===== config.mk =====
export PLATFORM = sky130hd
export DESIGN_NAME = rme_isqrt_pipe
export DESIGN_NICKNAME = d
export VERILOG_FILES = /design/src/hw/rtl/rme_pkg.sv /design/src/hw/rtl/rme_isqrt_pipe.sv
export SDC_FILE = /design/constraint.sdc
export NUM_CORES = 1
export LEC_CHECK = 0
export BUFFER_PORTS_ARGS = -buffer_cell sky130_fd_sc_hd__buf_4
export CORE_UTILIZATION = 55
export DETAILED_ROUTE_END_ITERATION = 7
export HOLD_SLACK_MARGIN = 0.06
export PLACE_DENSITY_LB_ADDON = 0.08
export SYNTH_ARGS = -nofsm -noshare
export SYNTH_HDL_FRONTEND = slang
export SYNTH_SLANG_ARGS = --single-unit

===== constraint.sdc =====
create_clock -name clk -period 2.75 [get_ports clk]
set_input_delay 0.275 -clock clk [delete_from_list [all_inputs] [get_ports clk]]
set_output_delay 0.275 -clock clk [all_outputs]
set_load 0.05 [all_outputs]

===== src/hw/rtl/rme_pkg.sv =====
// Shared constants, types and functions for the rotation-matrix to Euler block.
`default_nettype none
package rme_pkg;
	localparam int unsigned NSTEP = 16;
	localparam int unsigned PIPE_DEPTH = 34; // stages before the output register
	localparam logic signed [16:0] ONE_Q14 = 17'sd16384;
	localparam logic signed [15:0] PI_Q13 = 16'sd25736;
	localparam logic signed [14:0] HPI_Q13 = 15'sd12868;
	localparam logic signed [19:0] HPI_Q16 = 20'sd102944;

	typedef enum logic [1:0] {
		LOCK_NONE = 2'd0,
		LOCK_NEG  = 2'd1,
		LOCK_POS  = 2'd2
	} lock_t;

	// one CORDIC lane: vector, angle accumulator, zero-vector flag
	typedef struct packed {
		logic signed [25:0] vx;
		logic signed [25:0] vy;
		logic signed [19:0] z;
		logic               zero;
	} cordic_t;

	function automatic logic signed [19:0] atan_tab(input logic [3:0] i);
		case (i)
			4'd0:    atan_tab = 20'sd51472;
			4'd1:    atan_tab = 20'sd30386;
			4'd2:    atan_tab = 20'sd16055;
			4'd3:    atan_tab = 20'sd8150;
			4'd4:    atan_tab = 20'sd4091;
			4'd5:    atan_tab = 20'sd2047;
			4'd6:    atan_tab = 20'sd1024;
			4'd7:    atan_tab = 20'sd512;
			4'd8:    atan_tab = 20'sd256;
			4'd9:    atan_tab = 20'sd128;
			4'd10:   atan_tab = 20'sd64;
			4'd11:   atan_tab = 20'sd32;
			4'd12:   atan_tab = 20'sd16;
			4'd13:   atan_tab = 20'sd8;
			4'd14:   atan_tab = 20'sd4;
			default: atan_tab = 20'sd2;
		endcase
	endfunction

	function automatic logic signed [16:0] clamp_q14(input logic signed [15:0] v);
		if (v > 16'sd16384)       clamp_q14 = ONE_Q14;
		else if (v < -16'sd16384) clamp_q14 = -ONE_Q14;
		else                      clamp_q14 = 17'(v);
	endfunction

	// pre-rotation into the right half plane; inputs are clamped Q1.14
	function automatic cordic_t cordic_init(input logic signed [17:0] y,
		input logic signed [17:0] x);
		cordic_t r;
		logic signed [25:0] sx, sy;
		sx = {x, 8'd0};
		sy = {y, 8'd0};
		r.zero = (x == 18'sd0) && (y == 18'sd0);
		r.z = '0;
		r.vx = sx;
		r.vy = sy;
		if (sx < 0) begin
			if (sy >= 0) begin
				r.vx = sy; r.vy = -sx; r.z = HPI_Q16;
			end else begin
				r.vx = -sy; r.vy = sx; r.z = -HPI_Q16;
			end
		end
		return r;
	endfunction

	function automatic cordic_t cordic_step(input cordic_t a, input logic [3:0] i);
		cordic_t r;
		logic signed [25:0] dx, dy;
		dx = a.vy >>> i;
		dy = a.vx >>> i;
		r = a;
		if (a.vy >= 0) begin
			r.vx = a.vx + dx; r.vy = a.vy - dy; r.z = a.z + atan_tab(i);
		end else begin
			r.vx = a.vx - dx; r.vy = a.vy + dy; r.z = a.z - atan_tab(i);
		end
		return r;
	endfunction

	// floor((z+4)/8), saturated to +-lim; zero vector gives 0
	function automatic logic signed [15:0] cordic_out(input cordic_t a,
		input logic signed [15:0] lim);
		logic signed [19:0] q;
		q = (a.z + 20'sd4) >>> 3;
		if (a.zero)                   cordic_out = '0;
		else if (q > 20'(lim))        cordic_out = lim;
		else if (q < -20'(lim))       cordic_out = -lim;
		else                          cordic_out = q[15:0];
	endfunction
endpackage
`default_nettype wire


===== src/hw/rtl/rme_isqrt_pipe.sv =====
// Pipelined integer square root, one result bit per stage, stall-aware.
`default_nettype none
module rme_isqrt_pipe
	import rme_pkg::*;
(
	input  wire logic        clk,
	input  wire logic        en,
	input  wire logic [28:0] n_in,
	output logic      [14:0] root_out
);
	// 15 stages of restoring root, bit pairs from 2^28 downward
	logic [28:0] rem_s [0:15];
	logic [28:0] rt_s  [0:15];

	assign rem_s[0] = n_in;
	assign rt_s[0]  = '0;

	for (genvar k = 0; k < 15; k++) begin : g_st
		logic [28:0] bitv, rem_n, rt_n;
		always_comb begin
			bitv = 29'd1 << (28 - 2 * k);
			if (rem_s[k] >= rt_s[k] + bitv) begin
				rem_n = rem_s[k] - (rt_s[k] + bitv);
				rt_n  = (rt_s[k] >> 1) + bitv;
			end else begin
				rem_n = rem_s[k];
				rt_n  = rt_s[k] >> 1;
			end
		end
		logic [28:0] rem_q, rt_q;
		always_ff @(posedge clk) begin
			if (en) begin
				rem_q <= rem_n;
				rt_q  <= rt_n;
			end
		end
		assign rem_s[k + 1] = rem_q;
		assign rt_s[k + 1]  = rt_q;
	end

	assign root_out = rt_s[15][14:0];
endmodule
`default_nettype wire


==> results of run 1 <==
## metrics by stage
step	hold slack, ps	instance area [um^2]	total power (uW)
final	82.7	29700	23500
after global routing	77.4	29700	24600
after CTS	83.8	29300	23500
after detailed placement	427	26900	15600
after global placement	420	26900	15500
after floorplan	374	24600	13800
## cell usage in the layout, fill, tap and decap left out, drive strengths merged, types with 62 or more instances in the layout
cell    synthesis  final
o21ai         112    112
edfxtp        526    526
ha            131    131
buf            12    217
nor2           89     89
nand2         114    114
inv           158    160
xor2           93     93
clkbuf         18     62
a21oi          75     75
## layer usage
layer  global-route usage [%]  vias to the layer above  part of all wire (%)
met3                     3.56                       95                   3.5
met2                     42.0                      294                    52
met1                     28.8                     7447                    42
li1                         -                     7542                     -
met5                        0                        -                     0
met4                     6.95                        0                   2.7
## area by class of cell
| type | count | area, um^2 |
|---|---|---|
| multi-input combinational | 1151 | 8650 |
| sequential | 526 | 15800 |
| clock buffer | 62 | 1380 |
| fill | 3136 | 14500 |
| clock inverter | 40 | 519 |
| inverter | 159 | 601 |
| tap | 592 | 741 |
| timing repair buffer | 247 | 2060 |
## state kept, by name, indices dropped and copies added (netlist names)
signal	cells
g_st.rt_q	120
g_st.rem_q	406
## repair_timing
item	in CTS	in global routing
pin swaps	5	20
endpoints found under the setup margin	63	110
buffers inserted	4	10
hold endpoints to repair	29	0
gates cloned	1	1
hold buffers	29	0
resized for setup	37	68
## cell usage after synthesis (41+ instances only)
cell,instances
ha_1,131
inv_1,157
edfxtp_1,526
nand2_1,114
a21oi_1,74
o21ai_0,112
nor3_1,45
nor4_1,53
nand2b_1,41
nor2_1,89
xor2_1,93
xnor2_1,59
## cells by family (layout without fill, tap and decap cells)
kind of cell	count (synthesis)	in the layout	share of synthesized area, %
flops	526	526	64.1
simple gates	511	511	11.2
compound gates	332	333	8.45
buf+inv	189	508	3.04
mux	23	23	1.04
fa+ha+maj	131	131	6.66
xor+xnor	152	152	5.41
other cells	1	1	0.0152
## where the power goes
group | leakage (uW) | internal [uW] | switching (uW)
Combinational | 0.00554 | 2210 | 2490
Clock | 0.000918 | 4660 | 3100
Sequential | 0.00504 | 10200 | 764
## final timing paths
path	start	end	slack, ps	cells past startpoint
min reg2reg	g_st[9].rt_q[11]$_DFFE_PP_	g_st[10].rt_q[10]$_DFFE_PP_	430	0
min	en	g_st[5].rem_q[24]$_DFFE_PP_	80	1
max reg2reg	g_st[6].rem_q[21]$_DFFE_PP_	g_st[7].rem_q[26]$_DFFE_PP_	-10	9
max	g_st[6].rem_q[21]$_DFFE_PP_	g_st[7].rem_q[26]$_DFFE_PP_	-10	9
==> impl_metrics.toml, run 1 <==
[logic_synthesis]
synth_top_area_cell = "edfxtp_1"
syn_area_mm2 = 0.0246
synth.distinct_cells = 77
synth.avg_cell_area_um2 = 13.2
synth_enable_flop_cells = 526
yosysTopAreaCellShare_pct = 64.1
synth-main-ff-cell = "edfxtp_1"
synthCells = 1865
synth_nets = 2027
ys_seq_area_share_pct = 64.1
ys_seq_elements = 526
yosys-top-cells-area = "edfxtp_1, ha_1, xor2_1, inv_1, o21ai_0"
synthArstFlopShare_pct = 0
yosys_warnings = 0

[power_and_ir_drop]
power_density_mw_per_mm2 = 789
peakVddDrop_uv = 561
p_leak_uw = 0.0115

[timing]
rsz0062_at_grt = "yes"
timing.fmax_mhz = 362
slew_violations = 0
slew_headroom_pct = 56.1
tns_ps = -24.3
finalClockSkew_ps = 50.7
fin_crit_sh_pct = 100
timing.final.ws_setup_ps = -13.5
worst_pin_slew_ps = 653
setup-violations-final = 2
finalCriticalPeriod_ps = 2760
hold_violations = 0

[cts]
clockBufferDepth = 3
clk_pin_slew_ps = 60
htree_levels = 2
cts_tree = "built"
cts_buffers = 54
root_buffer = "clkbuf_16"
clock_latency_ps = 630
clock_sinks = 526

[critical_path]
cp_top_family = "simple AND/OR/NAND/NOR gates"
cp_max_fo = 7
critPathKind = "reg2reg"
crit_arrival_ps = 3130
crit_chain = "ha_4 > a21o_1 > a21oi_2 > or4b_4 > or3_4 > nand3b_1 > buf_6 > nor3b_4 > xor2_1"
cp-end-kind = "register"
cp-start-kind = "register"
path_buf_inv = 1
cp_slowest_cell = "or4b_4"
cp_slowest_stage_delay_ps = 470
cp.required_ps = 3120

[global_route]
antenna_found_initial = 0
grt_max_degree = 63
grt_pass1_wl_mm = 81.5
grtUsageTotal_pct = 23.3
grt_pass1_vias = 15300
grt_overflow = 0

[route]
viasPerCell = 5.54
ant_nets = 0
wl_per_cell_um = 18.8
drtPass1Iterations = 5
drt-initial-drc-count = 980
vias = 15400
drc = 0
wirelength_mm = 52.3

[cells_and_area]
fin_nets = 2301
final_layout_size_suffix_gt1_share_pct = 18.8
areaGrowthSynthToFinish_pct = 20.8
fin_cells = 2777
diodes = 0
finalCoreUtilization_pct = 67.3

[placement]
dp_hpwl_mm = 38.0
gp_congestion = 0.912
post-place-ws_ps = -231
dp.cells = 2630
numPortBuffers = 45

[floorplanning]
die_width_um = 214
die_area_mm2 = 0.0456
ios = 46
design.core.area_mm2 = 0.0442
start_util_pct = 55.7
rows = 77
fp.dieH_um = 214

[status]
violations = "negative setup slack"
status = "finished with violations"

[worst_hold_path]
hp-class = "in2reg"

[flow_run]
maxCapViolCount = 0
Note: power is estimated with default switching activity, not from simulation.
==> run 2: changes to the inputs <==
- CELL_PAD_IN_SITES_DETAIL_PLACEMENT: unset -> 1
- CELL_PAD_IN_SITES_GLOBAL_PLACEMENT: unset -> 2
- CORE_UTILIZATION: 55 -> 41
==> impl_metrics.toml, run 2 (synthesized netlist as in run 1, its figures left out) <==
[floorplanning]
start_util_pct = 41.6
fp.dieH_um = 247
ios = 46
design.core.area_mm2 = 0.0591
die_area_mm2 = 0.0610
die_width_um = 247
rows = 89

[status]
status = "finished with violations"
violations = "negative setup slack"

[cells_and_area]
layout_commonest_cell = "edfxtp_1"
n_fill_cell = 5926
diodes = 0
fin_cells = 3013
largest_registers = "g_st.rem_q (406), g_st.rt_q (120)"
max_flop_register = "g_st.rem_q"
regArea_mm2 = 0.0158
fin_nets = 2358
largest_reg_flops = 406
areaGrowthSynthToFinish_pct = 24.0
final_layout_size_suffix_gt1_share_pct = 21.7
layout_common_cells = "edfxtp_1, buf_4, inv_1, ha_1, nand2_1"
finalCoreUtilization_pct = 51.6
multiInputGateArea_mm2 = 0.00879

[cts]
clock_latency_ps = 650
root_buffer = "clkbuf_16"
cts_buffers = 58
clock_sinks = 526
clockBufferDepth = 3
cts_tree = "built"
htree_levels = 2
clk_pin_slew_ps = 60

[global_route]
grtUsageTotal_pct = 19.2
grt_overflow = 0
antenna_found_initial = 1
grt_pass1_vias = 16600
grt_pass1_wl_mm = 90.4
grt_max_degree = 74

[route]
drc = 0
drtPass1Iterations = 6
wirelength_mm = 58.5
wl_per_cell_um = 19.4
viasPerCell = 5.15
ant_nets = 0
drt-initial-drc-count = 646
vias = 15500

[timing]
finalCriticalPeriod_ps = 2810
finalClockSkew_ps = 53.2
tns_ps = -312
timing.fmax_mhz = 355
rsz0062_at_grt = "yes"
worst_pin_slew_ps = 742
hold_violations = 0
fin_crit_sh_pct = 102
hold_slack_ps = 78.9
slew_headroom_pct = 50.1
setup-violations-final = 11
timing.final.ws_setup_ps = -63.4
slew_violations = 0

[flow_run]
maxCapViolCount = 0

[critical_path]
cp-end-kind = "register"
critPathKind = "reg2reg"
path_buf_inv = 2
cp_max_fo = 12
crit_arrival_ps = 3200
cp_slowest_stage_delay_ps = 480
cp_top_family = "simple AND/OR/NAND/NOR gates"
cp_slowest_cell = "or4b_4"
cp-start-kind = "register"
crit_chain = "ha_4 > a21o_1 > a21oi_2 > or4b_4 > or3_4 > nand3b_1 > buf_4 > buf_12 > o21a_1"
cp.required_ps = 3140

[power_and_ir_drop]
power_density_mw_per_mm2 = 776
sw_frac_of_total_pct = 28.1
p_leak_uw = 0.0117
power.share.sequential_pct = 46.5
peakVddDrop_uv = 552
power_frac_comb_pct = 21.2
clock_power_share_pct = 32.3
p_switching_uw = 6650
p_int_uw = 17000

[placement]
numPortBuffers = 45
dp.cells = 2847
dp_hpwl_mm = 42.6
post-place-ws_ps = -242
gp_congestion = 0.822

[worst_hold_path]
hp-class = "in2reg"
-- run 2: changes by cell type in the layout (fill, tap and decap cells not counted), moves of 4 or more --
cell	previous run	this run
clkbuf_16	54	60
buf_6	3	10
o21ai_2	1	6
a21oi_1	71	67
nor2_2	3	7
bufinv_16	11	6
buf_4	204	249
o21ai_0	107	102
nor2_1	84	79
ha_1	124	119
clkbuf_1	8	18
ha_2	1	5
-- run 2: worst register-to-register path, stage by stage, from the launching register on --
cell and delay [ps]:
edfxtp_1 420, ha_4 270, a21o_1 180, a21oi_2 150, or4b_4 480, or3_4 340, nand3b_1 230, buf_4 180
buf_12 140, o21a_1 180
-- run 2: area by class of cell --
cell class / count / share of cell area (%)
clock inverter: 28 / 1.13
multi-input combinational: 1151 / 28.8
sequential: 526 / 51.7
clock buffer: 76 / 4.97
inverter: 159 / 1.97
timing repair buffer: 300 / 8.24
tap: 773 / 3.17
-- run 2: path summary, 6_finish.rpt --
check	cells past startpoint	startpoint	to	slack [ps]
hold reg to reg	0	g_st[8].rem_q[1]$_DFFE_PP_	g_st[9].rem_q[1]$_DFFE_PP_	430
setup / recovery	9	g_st[6].rem_q[21]$_DFFE_PP_	g_st[7].rem_q[17]$_DFFE_PP_	-60
setup reg to reg	9	g_st[6].rem_q[21]$_DFFE_PP_	g_st[7].rem_q[17]$_DFFE_PP_	-60
hold / removal	1	en	g_st[5].rt_q[23]$_DFFE_PP_	80
-- run 2: layer usage --
| metal | wire length, um | up-vias | global-route usage [%] |
|---|---|---|---|
| li1 | - | 7625 | - |
| met1 | 24700 | 7656 | 22.9 |
| met2 | 30800 | 149 | 35.5 |
| met3 | 1560 | 83 | 2.62 |
| met4 | 1390 | 0 | 5.90 |
| met5 | 0 | - | 0 |
-- run 2: repair_timing --
action	in CTS	in global routing
setup endpoints to repair	100	120
hold buffers	29	0
resized for setup	46	115
endpoints found under the hold margin	29	0
gates cloned	1	2
pin swaps	8	34
setup buffers	9	24
-- run 2: stage by stage --
step / instance area (um^2) / power, uW
floorplan: 24600 / 13800
global route: 30500 / 24800
CTS: 29800 / 23700
global placement: 27400 / 15700
finish: 30500 / 23700
detailed placement: 27400 / 15900
-- run 2: power by group through the flow --
| stage | Sequential [uW] | Clock [uW] | Combinational [uW] |
|---|---|---|---|
| 5_1_grt | 11100 | 8110 | 5550 |
| 4_1_cts | 11000 | 7870 | 4860 |
| 3_5_place_dp | 11200 | 0 | 4720 |
| 6_report | 11000 | 7660 | 5020 |
| 3_3_place_gp | 11100 | 0 | 4590 |
| 2_1_floorplan | 10900 | 0 | 2920 |
==> run 3: changes to the inputs <==
- ABC_AREA: unset -> 1
- CORE_UTILIZATION: 41 -> 37
==> impl_metrics.toml, run 3 <==
[logic_synthesis]
synthCells = 3224
syn_area_mm2 = 0.0287
synth_nets = 3386
synth_top_area_cell = "edfxtp_1"
yosysTopAreaCellShare_pct = 55.0
synth_most_common_cell = "nand2_1"
synth.distinct_cells = 44
ys_seq_elements = 526
ys_seq_area_share_pct = 55.0
yosys_warnings = 0
synthArstFlopShare_pct = 0
synth.avg_cell_area_um2 = 8.90
synth-main-ff-cell = "edfxtp_1"
yosys-top-cells-area = "edfxtp_1, nand2_1, inv_1, ha_1, nor2_1"
synth_enable_flop_cells = 526
synthTopCellsByCount = "nand2_1, inv_1, edfxtp_1, nor2_1, nand3_1"

[route]
wl_per_cell_um = 18.1
viasPerCell = 4.79
vias = 21400
drc = 0
wirelength_mm = 81.0
ant_nets = 0
drt-initial-drc-count = 1221
drtPass1Iterations = 5

[cells_and_area]
n_fill_cell = 8935
diodes = 0
largest_registers = "g_st.rem_q (406), g_st.rt_q (120)"
areaGrowthSynthToFinish_pct = 15.5
max_flop_register = "g_st.rem_q"
layout_common_cells = "nand2_1, inv_1, edfxtp_1, nor2_1, nand3_1"
finalCoreUtilization_pct = 43.4
fin_nets = 3549
final_layout_size_suffix_gt1_share_pct = 7.68
fin_cells = 4466
largest_reg_flops = 406
layout_commonest_cell = "nand2_1"
final_area_mm2 = 0.0332

[global_route]
grt_max_degree = 70
antenna_found_initial = 1
grt_pass1_vias = 22800
grt_overflow = 0
grtUsageTotal_pct = 21.2
grt_pass1_wl_mm = 128

[power_and_ir_drop]
peakVddDrop_uv = 495
power_frac_comb_pct = 24.2
p_leak_uw = 0.0148
p_switching_uw = 8750
p_int_uw = 18000
power.share.sequential_pct = 41.9
power_density_mw_per_mm2 = 808
clock_power_share_pct = 33.9
sw_frac_of_total_pct = 32.7

[critical_path]
cp-start-kind = "register"
cp-end-kind = "register"
cp.required_ps = 3090
crit_arrival_ps = 2880
critPathKind = "reg2reg"
cp_max_fo = 18

[placement]
dp.cells = 4320
dp_hpwl_mm = 64.0
gp_congestion = 0.874
numPortBuffers = 45
place_area_mm2 = 0.0306

[floorplanning]
fp.dieH_um = 281
die_area_mm2 = 0.0787
design.core.area_mm2 = 0.0763
start_util_pct = 37.6
rows = 101
die_width_um = 281
ios = 46

[timing]
slew_headroom_pct = 57.8
hold_slack_ps = 163
slew_violations = 0
rsz0062_at_grt = "no"
fin_crit_sh_pct = 92.1
setup-violations-final = 0
timing.fmax_mhz = 395
hold_violations = 0
tns_ps = 0
finalClockSkew_ps = 19.8
finalCriticalPeriod_ps = 2530
worst_pin_slew_ps = 627

[worst_hold_path]
hp-class = "in2reg"

[status]
status = "finished clean"

[cts]
cts_tree = "built"
clock_sinks = 526
clockBufferDepth = 3
clk_pin_slew_ps = 60
post_cts_buffers = 0
clock_latency_ps = 610
root_buffer = "clkbuf_16"
cts_buffers = 66
htree_levels = 3

[flow_run]
maxCapViolCount = 0
-- run 3: cell count changes in the layout (fill, tap and decap cells not counted), moves of 31 or more --
cell      change
nor4_1       -31
o21ai_0      -43
xor2_1       -39
inv_1       +373
nand2_1     +934
buf_4       -172
o21a_1       -32
nand2b_1     -40
nand3_1     +175
nor2_1      +238
-- run 3: worst max-delay path: stages (launching register included) --
cell,delay [ps]
edfxtp_1,400
inv_1,60
ha_1,330
o21ai_0,90
nand2_1,130
nand2_1,90
nand2_1,120
nand2_1,110
nand2_1,70
nand2_1,320
nand2_2,310
nand2_1,180
inv_1,50
-- run 3: per-layer routing --
metal / track usage (%) / share of wire, % / up-vias / wire (um)
met1: 27.5 / 46 / 10300 / 37100
met5: 0 / 0.016 / - / 13
met3: 2.78 / 2.7 / 107 / 2150
li1: - / - / 10800 / -
met4: 5.62 / 2.3 / 2 / 1880
met2: 36.8 / 49 / 250 / 39800
-- run 3: worst paths after layout --
| check | from | endpoint | slack [ps] | cells after the start |
|---|---|---|---|---|
| max | g_st[7].rt_q[14]$_DFFE_PP_ | g_st[8].rem_q[23]$_DFFE_PP_ | 220 | 12 |
| min | en | g_st[7].rem_q[28]$_DFFE_PP_ | 160 | 1 |
| max reg2reg | g_st[7].rt_q[14]$_DFFE_PP_ | g_st[8].rem_q[23]$_DFFE_PP_ | 220 | 12 |
| min reg2reg | g_st[10].rem_q[5]$_DFFE_PP_ | g_st[11].rem_q[5]$_DFFE_PP_ | 440 | 0 |
-- run 3: through the flow --
step | setup WS [ps] | total power, uW
global route | 37.4 | 28500
finish | 217 | 26800
CTS | 121 | 27200
floorplan | 821 | 15500
global placement | 157 | 17800
detailed placement | 151 | 17900
-- run 3: final cells by class --
class	count	area, um^2	share of cell area, %
flip-flops and latches	526	15800	47.6
multi-input cells	2139	10700	32.3
inverters	537	2020	6.09
clock buffers	76	1690	5.09
well taps	1030	1290	3.89
repair buffers	117	1080	3.27
clock inverters	41	586	1.77
-- run 3: cell families (layout without fill, tap and decap cells) --
family | count (synthesis) | count (layout) | synth area share, %
AND/OR/NAND/NOR | 1724 | 1724 | 25.0
AO/OA/AOI/OAI | 196 | 196 | 3.88
adder cells (fa/ha/maj) | 131 | 131 | 5.71
other | 1 | 1 | 0.0131
XOR/XNOR | 87 | 87 | 2.65
flip-flops | 526 | 526 | 55.0
buffers and inverters | 559 | 771 | 7.69
-- run 3: timing repair --
action | CTS | global route
endpoints found under the hold margin | 29 | 0
endpoints found under the setup margin | 0 | 4
hold buffers | 29 | 0
gates resized for setup | 0 | 1
-- run 3: power by group through the flow --
stage	registers (uW)	clock network, uW	logic, uW
floorplan	10900	0	4610
global placement	11400	0	6370
detailed placement	11400	0	6490
CTS	11300	9340	6560
global route	11400	9610	7480
finish	11200	9070	6480
